$ cat src/hw/rtl/bt_pkg.sv
// Shared types and constants for the base timer with two interrupt sources.
// No dependencies; every other file of the block uses this package.
package bt_pkg;

    localparam int STEP_W  = 17;
    localparam int PHASE_W = 16;
    localparam int COUNT_W = 14;
    localparam int CTL_W   = 8;

    // Opcode of an input item.
    localparam logic OP_TICK  = 1'b0;
    localparam logic OP_WRITE = 1'b1;

    // Phase step that makes exactly one count (1.0 in Q1.16).
    localparam logic [STEP_W-1:0] PHASE_ONE = 17'h10000;

    // Control register bit positions.
    localparam int CTL_S0_EN   = 0;
    localparam int CTL_S0_FLAG = 1;
    localparam int CTL_S1_EN   = 2;
    localparam int CTL_S1_FLAG = 3;
    localparam int CTL_S1_SEL0 = 4;
    localparam int CTL_S1_SEL1 = 5;
    localparam int CTL_RUN     = 6;
    localparam int CTL_S0_PER  = 7;

    // Source 1 period select codes.
    localparam logic [1:0] S1_PER_32   = 2'd0;
    localparam logic [1:0] S1_PER_128  = 2'd1;
    localparam logic [1:0] S1_PER_512  = 2'd2;
    localparam logic [1:0] S1_PER_2048 = 2'd3;

    typedef struct packed {
        logic               opcode;
        logic [STEP_W-1:0]  phase_step;
        logic [CTL_W-1:0]   write_value;
    } in_item_t;

    typedef struct packed {
        logic [CTL_W-1:0]   control_value;
        logic [COUNT_W-1:0] count_value;
        logic               irq_request;
    } out_item_t;

    // Mask of the count bits that must be zero when source 1 completes a period.
    function automatic logic [COUNT_W-1:0] s1_mask(input logic [1:0] sel);
        logic [COUNT_W-1:0] m;
        case (sel)
            S1_PER_32:   m = 14'h001F;
            S1_PER_128:  m = 14'h007F;
            S1_PER_512:  m = 14'h01FF;
            S1_PER_2048: m = 14'h07FF;
            default:     m = 14'h07FF;
        endcase
        return m;
    endfunction

endpackage

$ cat src/hw/rtl/bt_in_if.sv
// Input channel of the base timer: valid/ready handshake with the item fields.
// Depends on bt_pkg for field widths.
interface bt_in_if;
    logic                        valid;
    logic                        ready;
    logic                        opcode;
    logic [bt_pkg::STEP_W-1:0]   phase_step;
    logic [bt_pkg::CTL_W-1:0]    write_value;

    modport source (output valid, output opcode, output phase_step, output write_value,
                    input ready);
    modport sink   (input valid, input opcode, input phase_step, input write_value,
                    output ready);
endinterface

$ cat src/hw/rtl/bt_out_if.sv
// Result channel of the base timer: valid/ready handshake with the result fields.
// Depends on bt_pkg for field widths.
interface bt_out_if;
    logic                        valid;
    logic                        ready;
    logic [bt_pkg::CTL_W-1:0]    control_value;
    logic [bt_pkg::COUNT_W-1:0]  count_value;
    logic                        irq_request;

    modport source (output valid, output control_value, output count_value,
                    output irq_request, input ready);
    modport sink   (input valid, input control_value, input count_value,
                    input irq_request, output ready);
endinterface

$ cat src/hw/rtl/base_timer_with_dual_interrupts_top.sv
// Base timer with two interrupt sources, counting crystal periods from Q1.16
// phase steps. An item passes through an input register, the combinational
// update logic and a result register; its result is registered when the held
// item moves on, once the result register is empty or being emptied. One item
// is accepted every cycle as long as results are taken, because the timer
// state update is combinational. While a finished result waits in the result
// register, the input side takes at most one more item and then holds ready low.
// Depends on bt_pkg, bt_in_if, bt_out_if, bt_in_stage and bt_core.
module base_timer_with_dual_interrupts_top (
    input  logic  clk,
    input  logic  rst_n,
    bt_in_if.sink     in_ch,
    bt_out_if.source  out_ch
);
    import bt_pkg::*;

    in_item_t  item;
    logic      item_valid;
    out_item_t result;
    logic      advance;

    logic      out_valid_reg;
    logic      out_valid_next;
    out_item_t out_reg;

    // The held item moves on when the result register is empty or being emptied.
    assign advance = item_valid && (!out_valid_reg || out_ch.ready);

    bt_in_stage u_in_stage (
        .clk        (clk),
        .rst_n      (rst_n),
        .in_ch      (in_ch),
        .advance    (advance),
        .item       (item),
        .item_valid (item_valid)
    );

    bt_core u_core (
        .clk     (clk),
        .rst_n   (rst_n),
        .advance (advance),
        .item    (item),
        .result  (result)
    );

    always_comb
    begin
        out_valid_next = out_valid_reg;
        if (advance)
        begin
            out_valid_next = 1'b1;
        end
        else if (out_ch.ready)
        begin
            out_valid_next = 1'b0;
        end
    end

    always_ff @(posedge clk or negedge rst_n)
    begin
        if (!rst_n)
        begin
            out_valid_reg <= 1'b0;
        end
        else
        begin
            out_valid_reg <= out_valid_next;
        end
    end

    always_ff @(posedge clk)
    begin
        if (advance)
        begin
            out_reg <= result;
        end
    end

    assign out_ch.valid         = out_valid_reg;
    assign out_ch.control_value = out_reg.control_value;
    assign out_ch.count_value   = out_reg.count_value;
    assign out_ch.irq_request   = out_reg.irq_request;

endmodule

$ cat src/hw/rtl/bt_in_stage.sv
// Input register of the base timer: captures one item from the input channel.
// Depends on bt_pkg and bt_in_if.
module bt_in_stage (
    input  logic             clk,
    input  logic             rst_n,
    bt_in_if.sink            in_ch,
    input  logic             advance,
    output bt_pkg::in_item_t item,
    output logic             item_valid
);
    import bt_pkg::*;

    logic     valid_reg;
    logic     valid_next;
    in_item_t item_reg;
    logic     take;

    // The held item leaves when the core consumes it, freeing the slot the same cycle.
    assign in_ch.ready = !valid_reg || advance;
    assign take        = in_ch.valid && in_ch.ready;

    always_comb
    begin
        valid_next = valid_reg;
        if (take)
        begin
            valid_next = 1'b1;
        end
        else if (advance)
        begin
            valid_next = 1'b0;
        end
    end

    always_ff @(posedge clk or negedge rst_n)
    begin
        if (!rst_n)
        begin
            valid_reg <= 1'b0;
        end
        else
        begin
            valid_reg <= valid_next;
        end
    end

    always_ff @(posedge clk)
    begin
        if (take)
        begin
            item_reg.opcode      <= in_ch.opcode;
            item_reg.phase_step  <= in_ch.phase_step;
            item_reg.write_value <= in_ch.write_value;
        end
    end

    assign item       = item_reg;
    assign item_valid = valid_reg;

endmodule

$ cat src/hw/rtl/bt_core.sv
// Timer state (control, count, phase) and the combinational update for one item.
// Depends on bt_pkg.
module bt_core (
    input  logic              clk,
    input  logic              rst_n,
    input  logic              advance,
    input  bt_pkg::in_item_t  item,
    output bt_pkg::out_item_t result
);
    import bt_pkg::*;

    logic [CTL_W-1:0]   control_reg;
    logic [CTL_W-1:0]   control_next;
    logic [COUNT_W-1:0] count_reg;
    logic [COUNT_W-1:0] count_next;
    logic [PHASE_W-1:0] phase_reg;
    logic [PHASE_W-1:0] phase_next;

    logic [STEP_W-1:0]  step_sat;
    logic [STEP_W-1:0]  sum;
    logic               carry;
    logic [COUNT_W-1:0] count_inc;
    logic               fire1;
    logic               fire0;
    logic               irq;

    always_comb
    begin
        step_sat  = (item.phase_step > PHASE_ONE) ? PHASE_ONE : item.phase_step;
        sum       = {1'b0, phase_reg} + step_sat;
        carry     = sum[STEP_W-1];
        count_inc = count_reg + 1'b1;
        fire1     = ((count_inc & s1_mask(control_reg[CTL_S1_SEL1:CTL_S1_SEL0])) == '0);
        // Source 0 fires on every 64th count when CTL_S0_PER is set, else when the count wraps to zero.
        fire0     = control_reg[CTL_S0_PER] ? (count_inc[5:0] == '0) : (count_inc == '0);

        control_next = control_reg;
        count_next   = count_reg;
        phase_next   = phase_reg;
        irq          = 1'b0;

        if (item.opcode == OP_WRITE)
        begin
            control_next = item.write_value;
        end
        else if (!control_reg[CTL_RUN])
        begin
            count_next = '0;
            phase_next = '0;
        end
        else
        begin
            phase_next = sum[PHASE_W-1:0];
            if (carry)
            begin
                count_next = count_inc;
                if (fire1)
                begin
                    control_next[CTL_S1_FLAG] = 1'b1;
                end
                if (fire0)
                begin
                    control_next[CTL_S0_FLAG] = 1'b1;
                end
                irq = (fire1 && control_reg[CTL_S1_EN]) || (fire0 && control_reg[CTL_S0_EN]);
            end
        end
    end

    always_ff @(posedge clk or negedge rst_n)
    begin
        if (!rst_n)
        begin
            control_reg <= '0;
            count_reg   <= '0;
            phase_reg   <= '0;
        end
        else if (advance)
        begin
            control_reg <= control_next;
            count_reg   <= count_next;
            phase_reg   <= phase_next;
        end
    end

    assign result.control_value = control_next;
    assign result.count_value   = count_next;
    assign result.irq_request   = irq;

endmodule

$ cat src/flat_wrapper.sv
// flat-port wrapper written by rule: the top's interface ports become plain ports
module base_timer_with_dual_interrupts_top_flat import bt_pkg::*;
  (clk, rst_n, in_ch_valid, in_ch_opcode, in_ch_phase_step, in_ch_write_value, in_ch_ready, out_ch_valid, out_ch_control_value, out_ch_count_value, out_ch_irq_request, out_ch_ready);
  bt_in_if in_ch_i ();
  bt_out_if out_ch_i ();
  input  logic clk;
  input  logic rst_n;
  input wire logic [$bits(in_ch_i.valid)-1:0] in_ch_valid;
  input wire logic [$bits(in_ch_i.opcode)-1:0] in_ch_opcode;
  input wire logic [$bits(in_ch_i.phase_step)-1:0] in_ch_phase_step;
  input wire logic [$bits(in_ch_i.write_value)-1:0] in_ch_write_value;
  output wire logic [$bits(in_ch_i.ready)-1:0] in_ch_ready;
  output wire logic [$bits(out_ch_i.valid)-1:0] out_ch_valid;
  output wire logic [$bits(out_ch_i.control_value)-1:0] out_ch_control_value;
  output wire logic [$bits(out_ch_i.count_value)-1:0] out_ch_count_value;
  output wire logic [$bits(out_ch_i.irq_request)-1:0] out_ch_irq_request;
  input wire logic [$bits(out_ch_i.ready)-1:0] out_ch_ready;
  assign in_ch_i.valid = in_ch_valid;
  assign in_ch_i.opcode = in_ch_opcode;
  assign in_ch_i.phase_step = in_ch_phase_step;
  assign in_ch_i.write_value = in_ch_write_value;
  assign in_ch_ready = in_ch_i.ready;
  assign out_ch_valid = out_ch_i.valid;
  assign out_ch_control_value = out_ch_i.control_value;
  assign out_ch_count_value = out_ch_i.count_value;
  assign out_ch_irq_request = out_ch_i.irq_request;
  assign out_ch_i.ready = out_ch_ready;
  base_timer_with_dual_interrupts_top u_core (.clk(clk), .rst_n(rst_n), .in_ch(in_ch_i), .out_ch(out_ch_i));
endmodule
$ cat config.mk
export PLATFORM = sky130hd
export DESIGN_NAME = base_timer_with_dual_interrupts_top_flat
export DESIGN_NICKNAME = d
export VERILOG_FILES = /design/src/hw/rtl/bt_pkg.sv /design/src/hw/rtl/bt_in_if.sv /design/src/hw/rtl/bt_out_if.sv /design/src/hw/rtl/base_timer_with_dual_interrupts_top.sv /design/src/hw/rtl/bt_in_stage.sv /design/src/hw/rtl/bt_core.sv /design/src/flat_wrapper.sv
export SDC_FILE = /design/constraint.sdc
export NUM_CORES = 1
export LEC_CHECK = 0
export BUFFER_PORTS_ARGS = -buffer_cell sky130_fd_sc_hd__buf_2
export CORE_UTILIZATION = 54
export DETAILED_ROUTE_END_ITERATION = 6
export HOLD_SLACK_MARGIN = 0.12
export PLACE_DENSITY = 0.75
export SYNTH_ARGS = -nofsm -noshare
export SYNTH_HDL_FRONTEND = slang
export SYNTH_SLANG_ARGS = --single-unit
$ cat constraint.sdc
create_clock -name clk -period 3.9 [get_ports clk]
set_input_delay 0.195 -clock clk [delete_from_list [all_inputs] [get_ports clk]]
set_output_delay 0.195 -clock clk [all_outputs]
set_load 0.02 [all_outputs]
==> run summary, run 1 <==
Max Slew Vio Count - 0
RePlAce Congestion - 0.8887
CTS buffer count - 9
Via density - 6.182
final WL - 11500 um
vias in the first global route - 3826
VDD IR max - 283.7 uV
top post-synthesis cells by count - edfxtp_1, nand2_1, dfrtp_1
Leak Pwr - 0.002371 uW
Sink Count - 89
final period utilization - 95.38%
clock share of power - 20.3%
WL per Instance - 17.39 um
Final WS setup - 0.1803 ns
Rows - 34
slowest library cell on the worst path - edfxtp_1
Final Hold Fails - 0
Syn Nets - 515
fmax - 268.8 MHz
Skew-Pair Late Insertion Delay - 0.37 ns
die width - 96.77 um
M1 WL - 5086 um
post-synthesis cell area - 4850 um^2
async set or reset register ratio after synthesis - 44.94%
max_slew headroom - 24.22%
placed inst area - 5210 um^2
Synth Instances - 467
Sw Share - 36.22%
first-pass GRT wire length - 18840 um
fin nets - 596
clk slew on worst S/H paths - 0.10 ns
combinational fraction of design power - 33.3%
XOR/XNOR Fraction of Synth Area - 2.348%
initial antenna violation count - 0
Routed Antenna Nets - 0
metal2 WL - 5469 um
gr ovfl total - 0
Net Switching - 1047 uW
DRC Markers - 0
Final Setup Violations - 0
Area contributors post-synth - edfxtp_1, dfrtp_1, ha_1
Avg Cell Area, Syn - 10.38 um^2
Final TNS setup - 0 ns
drt first-iter violations - 302
Simple-Gate Fraction of Synth Area - 17.18%
most used standard cell by instance count after synthesis - edfxtp_1
Highest Signal Layer - met4
status - finished clean
Crit path arrival time - 3.85 ns
CP max stage delay - 0.44 ns
largest family of logic cells by synthesized area - compound AO/OA/AOI/OAI gates
Setup crit end kind - register
Power Dens Cells - 498.5 nW/um^2
layout cells sized above 1 - 18.99%
Initial Util - 55.61%
max reg flops - 26
Req. time, crit path - 4.03 ns
drt pass-1 iters - 7
Boundary Pins - 55
die span in y - 96.77 um
Final Util - 66.51%
ANT cells - 0
share of power burned in registers - 46.3%
largest net degree at the start of global routing - 41
DIE AREA - 9363 um^2
H-tree levels - 3
complex-gate fraction of the synthesized area - 18.21%
port bufs - 54
CTS tree - yes
Post-synth EDFFs - 49
worst path cell trace - nor4_4 > a41oi_2 > buf_4 > nor2b_1 > ha_1 > a21o_1 > a211o_1 > or3_1 > or3_4 > and3_4 > mux2_4 > a22o_1
Internal - 1844 uW
area added between synthesis and finish - 19.61%
CTS Root Cell - clkbuf_8
post-synthesis sequential area ratio - 50.98%
Max-Cap Viols - 0
worst hold path class - register to register
hpwl dp - 7459 um
Crit Path Max Fanout - 5
FF+latch count, synth - 89
Tot Pwr - 2892 uW
GRT Util Overall - 25.11%
Worst Hold Depth - 2
DR WL met3 - 778 um
largest area contributor in the netlist - edfxtp_1
Max clock buf depth - 2
mux cell area share after synthesis - 2.838%
dpl ws - -0.1464 ns
final worst path period need - 3.720 ns
via count - 4086
FF-to-FF path depth - 12
Clock Skew - 0.01664 ns
yosys warns - 0
Design Area, Final - 5801 um^2
Worst-Margin Slew - 1.137 ns
Synth top area share - 30.34%
CP Launch Type - register
Post-synth top flop - edfxtp_1
Core ar. - 8721 um^2
number of library cell types mapped by synthesis - 57
Setup Crit Path Kind - register to register
Adder-Cell Fraction of Synth Area - 4.799%
power groups by stage:
| stage | logic (uW) | registers, uW | clock network (uW) |
|---|---|---|---|
| finish | 964 | 1340 | 587 |
| global route | 1060 | 1360 | 638 |
| CTS | 915 | 1330 | 592 |
| detailed placement | 882 | 1350 | 0 |
| global placement | 852 | 1340 | 0 |
| floorplan | 681 | 1310 | 0 |
cells by family (layout without fill, tap and decap cells):
| kind of cell | count (synthesis) | after routing |
|---|---|---|
| adders and majority gates | 18 | 18 |
| buffers and inverters | 44 | 130 |
| and+or+nand+nor | 161 | 161 |
| DFF | 89 | 89 |
| AOI/OAI and AO/OA | 130 | 130 |
| xor gates and xnor gates | 13 | 13 |
| muxes | 12 | 12 |
critical path: cells and delay by family (launching register included):
kind / cells / cell delay [ns]
AOI/OAI and AO/OA: 4 / 0.88
adders and majority gates: 1 / 0.26
buffers and inverters: 1 / 0.18
DFF: 1 / 0.44
muxes: 1 / 0.29
and+or+nand+nor: 5 / 1.45
through the flow:
step	instances	hold WS [ns]
2_1_floorplan	467	-0.1006
3_3_place_gp	611	0.3710
3_5_place_dp	611	0.3731
4_1_cts	656	0.5026
5_1_grt	661	0.5275
6_report	661	0.4978
worst paths after layout:
check                                      startpoint                            to  slack, ns
max                         u_core.u_in_stage.item[9]  u_core.out_ch.count_value[0]       0.18
min                        u_core.u_core.phase_reg[7]    u_core.u_core.phase_reg[7]       0.50
max reg2reg                 u_core.u_in_stage.item[9]  u_core.out_ch.count_value[0]       0.18
min reg2reg                u_core.u_core.phase_reg[7]    u_core.u_core.phase_reg[7]       0.50
max in group asynchronous                       rst_n  u_core.u_core.control_reg[2]       2.76
min in group asynchronous                       rst_n    u_core.u_core.count_reg[6]       0.52
per-layer routing:
layer	vias up	GRT usage, %
met5	-	0
met4	0	8.496
met3	15	5.780
met2	193	39.33
met1	1941	34.58
li1	1937	-
timing repair:
item | 4_1_cts | 5_1_grt
setup buffers | 0 | 5
endpoints found under the hold margin | 68 | 0
pin swaps | 0 | 6
hold buffers | 29 | 0
resized for setup | 3 | 10
setup endpoints to repair | 17 | 29
layout make-up:
| type | instances | area (um^2) |
|---|---|---|
| Clock buffer | 9 | 123.9 |
| Sequential cell | 89 | 2472 |
| Multi-Input combinational cell | 334 | 2276 |
| Inverter | 17 | 63.81 |
| Clock inverter | 7 | 51.30 |
| Tap cell | 108 | 135.1 |
| Fill cell | 653 | 2920 |
| Timing Repair Buffer | 97 | 678.2 |
cells in the final DEF, fill, tap and decap left out, drive strengths merged, types with 5 or more instances in the layout:
cell / n
buf: 68
edfxtp: 49
nand2: 44
dfrtp: 40
o21ai: 31
dlygate4sd3: 29
nor2: 25
inv: 20
a21oi: 18
nor2b: 18
ha: 17
nand3: 14
a31oi: 12
nand4: 11
o211ai: 11
mux2: 11
nor3: 9
clkbuf: 9
a22o: 8
nand2b: 7
xnor2: 7
and3: 7
a32oi: 6
or4: 6
xor2: 6
or3: 6
a21o: 5
o311ai: 5
Power figures use the tool's default switching activity.
==> run 2, diff against run 1 <==
PLACE_DENSITY = 0.87   (was 0.75)
==> run 2 against run 1 <==
  * Global-route usage decreased by 0.98 points
  * Via count increased by 0.78%
  * Sequential power about the same
  * Critical path depth unchanged
  * Fmax shrank 1.9%
  * Wire length is 3.7% lower
  * Clock-buffer cell count grew 2
  * Critical endpoint unchanged
  * Largest cell class unchanged
==> run summary, run 2 (synthesis results as in run 1) <==
final period utilization - 97.19%
fin nets - 592
Critical Path Stages - 12
final worst path period need - 3.790 ns
gr ovfl total - 0
final WL - 11080 um
Sink Count - 89
Worst-Margin Slew - 1.099 ns
via count - 4118
status - finished clean
DIE AREA - 9363 um^2
commonest non-fill, non-tap cell in the layout - buf_2
Max clock buf depth - 2
Initial Util - 55.61%
CTS Root Cell - clkbuf_8
Setup crit end kind - register
vias in the first global route - 3962
Leak Pwr - 0.002327 uW
Core ar. - 8721 um^2
most frequent cells in the layout - buf_2, edfxtp_1, nand2_1
worst reg2reg setup slack - 0.11 ns
layout cells sized above 1 - 17.85%
Crit Path Max Fanout - 20
ANT cells - 0
Worst Hold Depth - 2
die span in y - 96.77 um
die width - 96.77 um
RePlAce Congestion - 0.9232
CP max stage delay - 0.39 ns
hpwl dp - 7371 um
area added between synthesis and finish - 18.11%
FILL cells - 641
Routed Antenna Nets - 0
Max Slew Vio Count - 0
CP Launch Type - register
area of the multi-input gates - 2241 um^2
crit path from - u_core.u_in_stage.item[12]
Skew-Pair Late Insertion Delay - 0.36 ns
largest net degree at the start of global routing - 41
Crit path arrival time - 3.92 ns
Via density - 6.268
CTS tree - yes
WL per Instance - 16.86 um
drt first-iter violations - 455
Rows - 34
H-tree levels - 3
CTS buffer count - 9
worst path cell trace - nor4_1 > a41oi_1 > buf_4 > nor2b_1 > ha_1 > a21o_1 > a211o_1 > or3_1 > or3_4 > and3_4 > mux2_4 > a22o_1
Final TNS setup - 0 ns
worst setup path endpoint - u_core.out_ch.count_value[0]
Final Hold Fails - 0
Final Setup Violations - 0
drt pass-1 iters - 5
DR WL met3 - 913 um
port bufs - 54
max_slew headroom - 26.71%
clk slew on worst S/H paths - 0.09 ns
VDD IR max - 286.0 uV
first-pass GRT wire length - 18200 um
Clock Skew - 0.01178 ns
DRC Markers - 0
FF-to-FF path depth - 12
Design Area, Final - 5728 um^2
reg2reg end - u_core.out_ch.count_value[0]
Max-Cap Viols - 0
Worst path top cell family by delay - simple AND/OR/NAND/NOR gates
metal2 WL - 5543 um
R2R Path Start - u_core.u_in_stage.item[12]
Req. time, crit path - 4.03 ns
placed inst area - 5210 um^2
GRT Util Overall - 24.13%
Boundary Pins - 55
Reg area - 2472 um^2
worst hold path class - register to register
max reg flops - 26
fmax - 263.8 MHz
slowest library cell on the worst path - edfxtp_1
Power Dens Cells - 495.1 nW/um^2
Critical path buffers and inverters - 1
initial antenna violation count - 0
Setup Crit Path Kind - register to register
M1 WL - 4357 um
Highest Signal Layer - met4
## run 2: layout make-up
class                   count  share of cell area (%)
clock buffers              11                   2.468
clock inverters             5                  0.6772
inverters                  17                   1.114
multi-input cells         334                   39.12
flip-flops and latches     89                   43.16
well taps                 108                   2.359
repair buffers             93                   11.10
## run 2: through the flow
step                hold slack, ns  cells  utilization (%)  setup slack (ns)  power [uW]
floorplan                  -0.1006    467                -            0.2832        1996
global placement            0.3714    611            59.74            0.1407        2174
detailed placement          0.3731    611            59.74          -0.03334        2220
CTS                         0.5017    656            65.22           0.03006        2819
global route                0.5245    657            65.68          -0.01347        2998
finish                      0.4947    657            65.68            0.1097        2836
## run 2: metal layers
metal / global-route usage [%] / vias to the layer above
li1: - / 1922
met1: 30.52 / 1932
met3: 4.841 / 32
met5: 0 / -
met2: 40.63 / 232
met4: 9.759 / 0
## run 2: worst register-to-register path, stage by stage, from the launching register on
cell      delay, ns
edfxtp_1       0.39
nor4_1         0.35
a41oi_1        0.22
buf_4          0.19
nor2b_1        0.11
ha_1           0.30
a21o_1         0.21
a211o_1        0.34
or3_1          0.31
or3_4          0.37
and3_4         0.27
mux2_4         0.32
a22o_1         0.18
## run 2: what timing repair did
item | 4_1_cts | 5_1_grt
gates resized for setup | 1 | 6
setup endpoints to repair | 2 | 19
buffers inserted | 0 | 1
hold buffers | 29 | 0
pin swaps | 0 | 0
endpoints found under the hold margin | 68 | 0
## run 2: how the worst min path moves through the flow
stage                                    start                         end  slack (ns)
floorplan                                rst_n         u_core.out_ch.valid       -0.10
global placement           in_ch_phase_step[7]  u_core.u_in_stage.item[15]        0.37
detailed placement        in_ch_phase_step[10]  u_core.u_in_stage.item[18]        0.37
CTS                 u_core.u_core.phase_reg[4]  u_core.u_core.phase_reg[4]        0.50
global route        u_core.u_core.phase_reg[6]  u_core.u_core.phase_reg[6]        0.52
finish              u_core.u_core.phase_reg[4]  u_core.u_core.phase_reg[4]        0.49
## run 2: where the power goes
group	switching [uW]	internal (uW)	total, uW
Clock	326	251	577
Combinational	523	404	927
Sequential	154	1180	1330
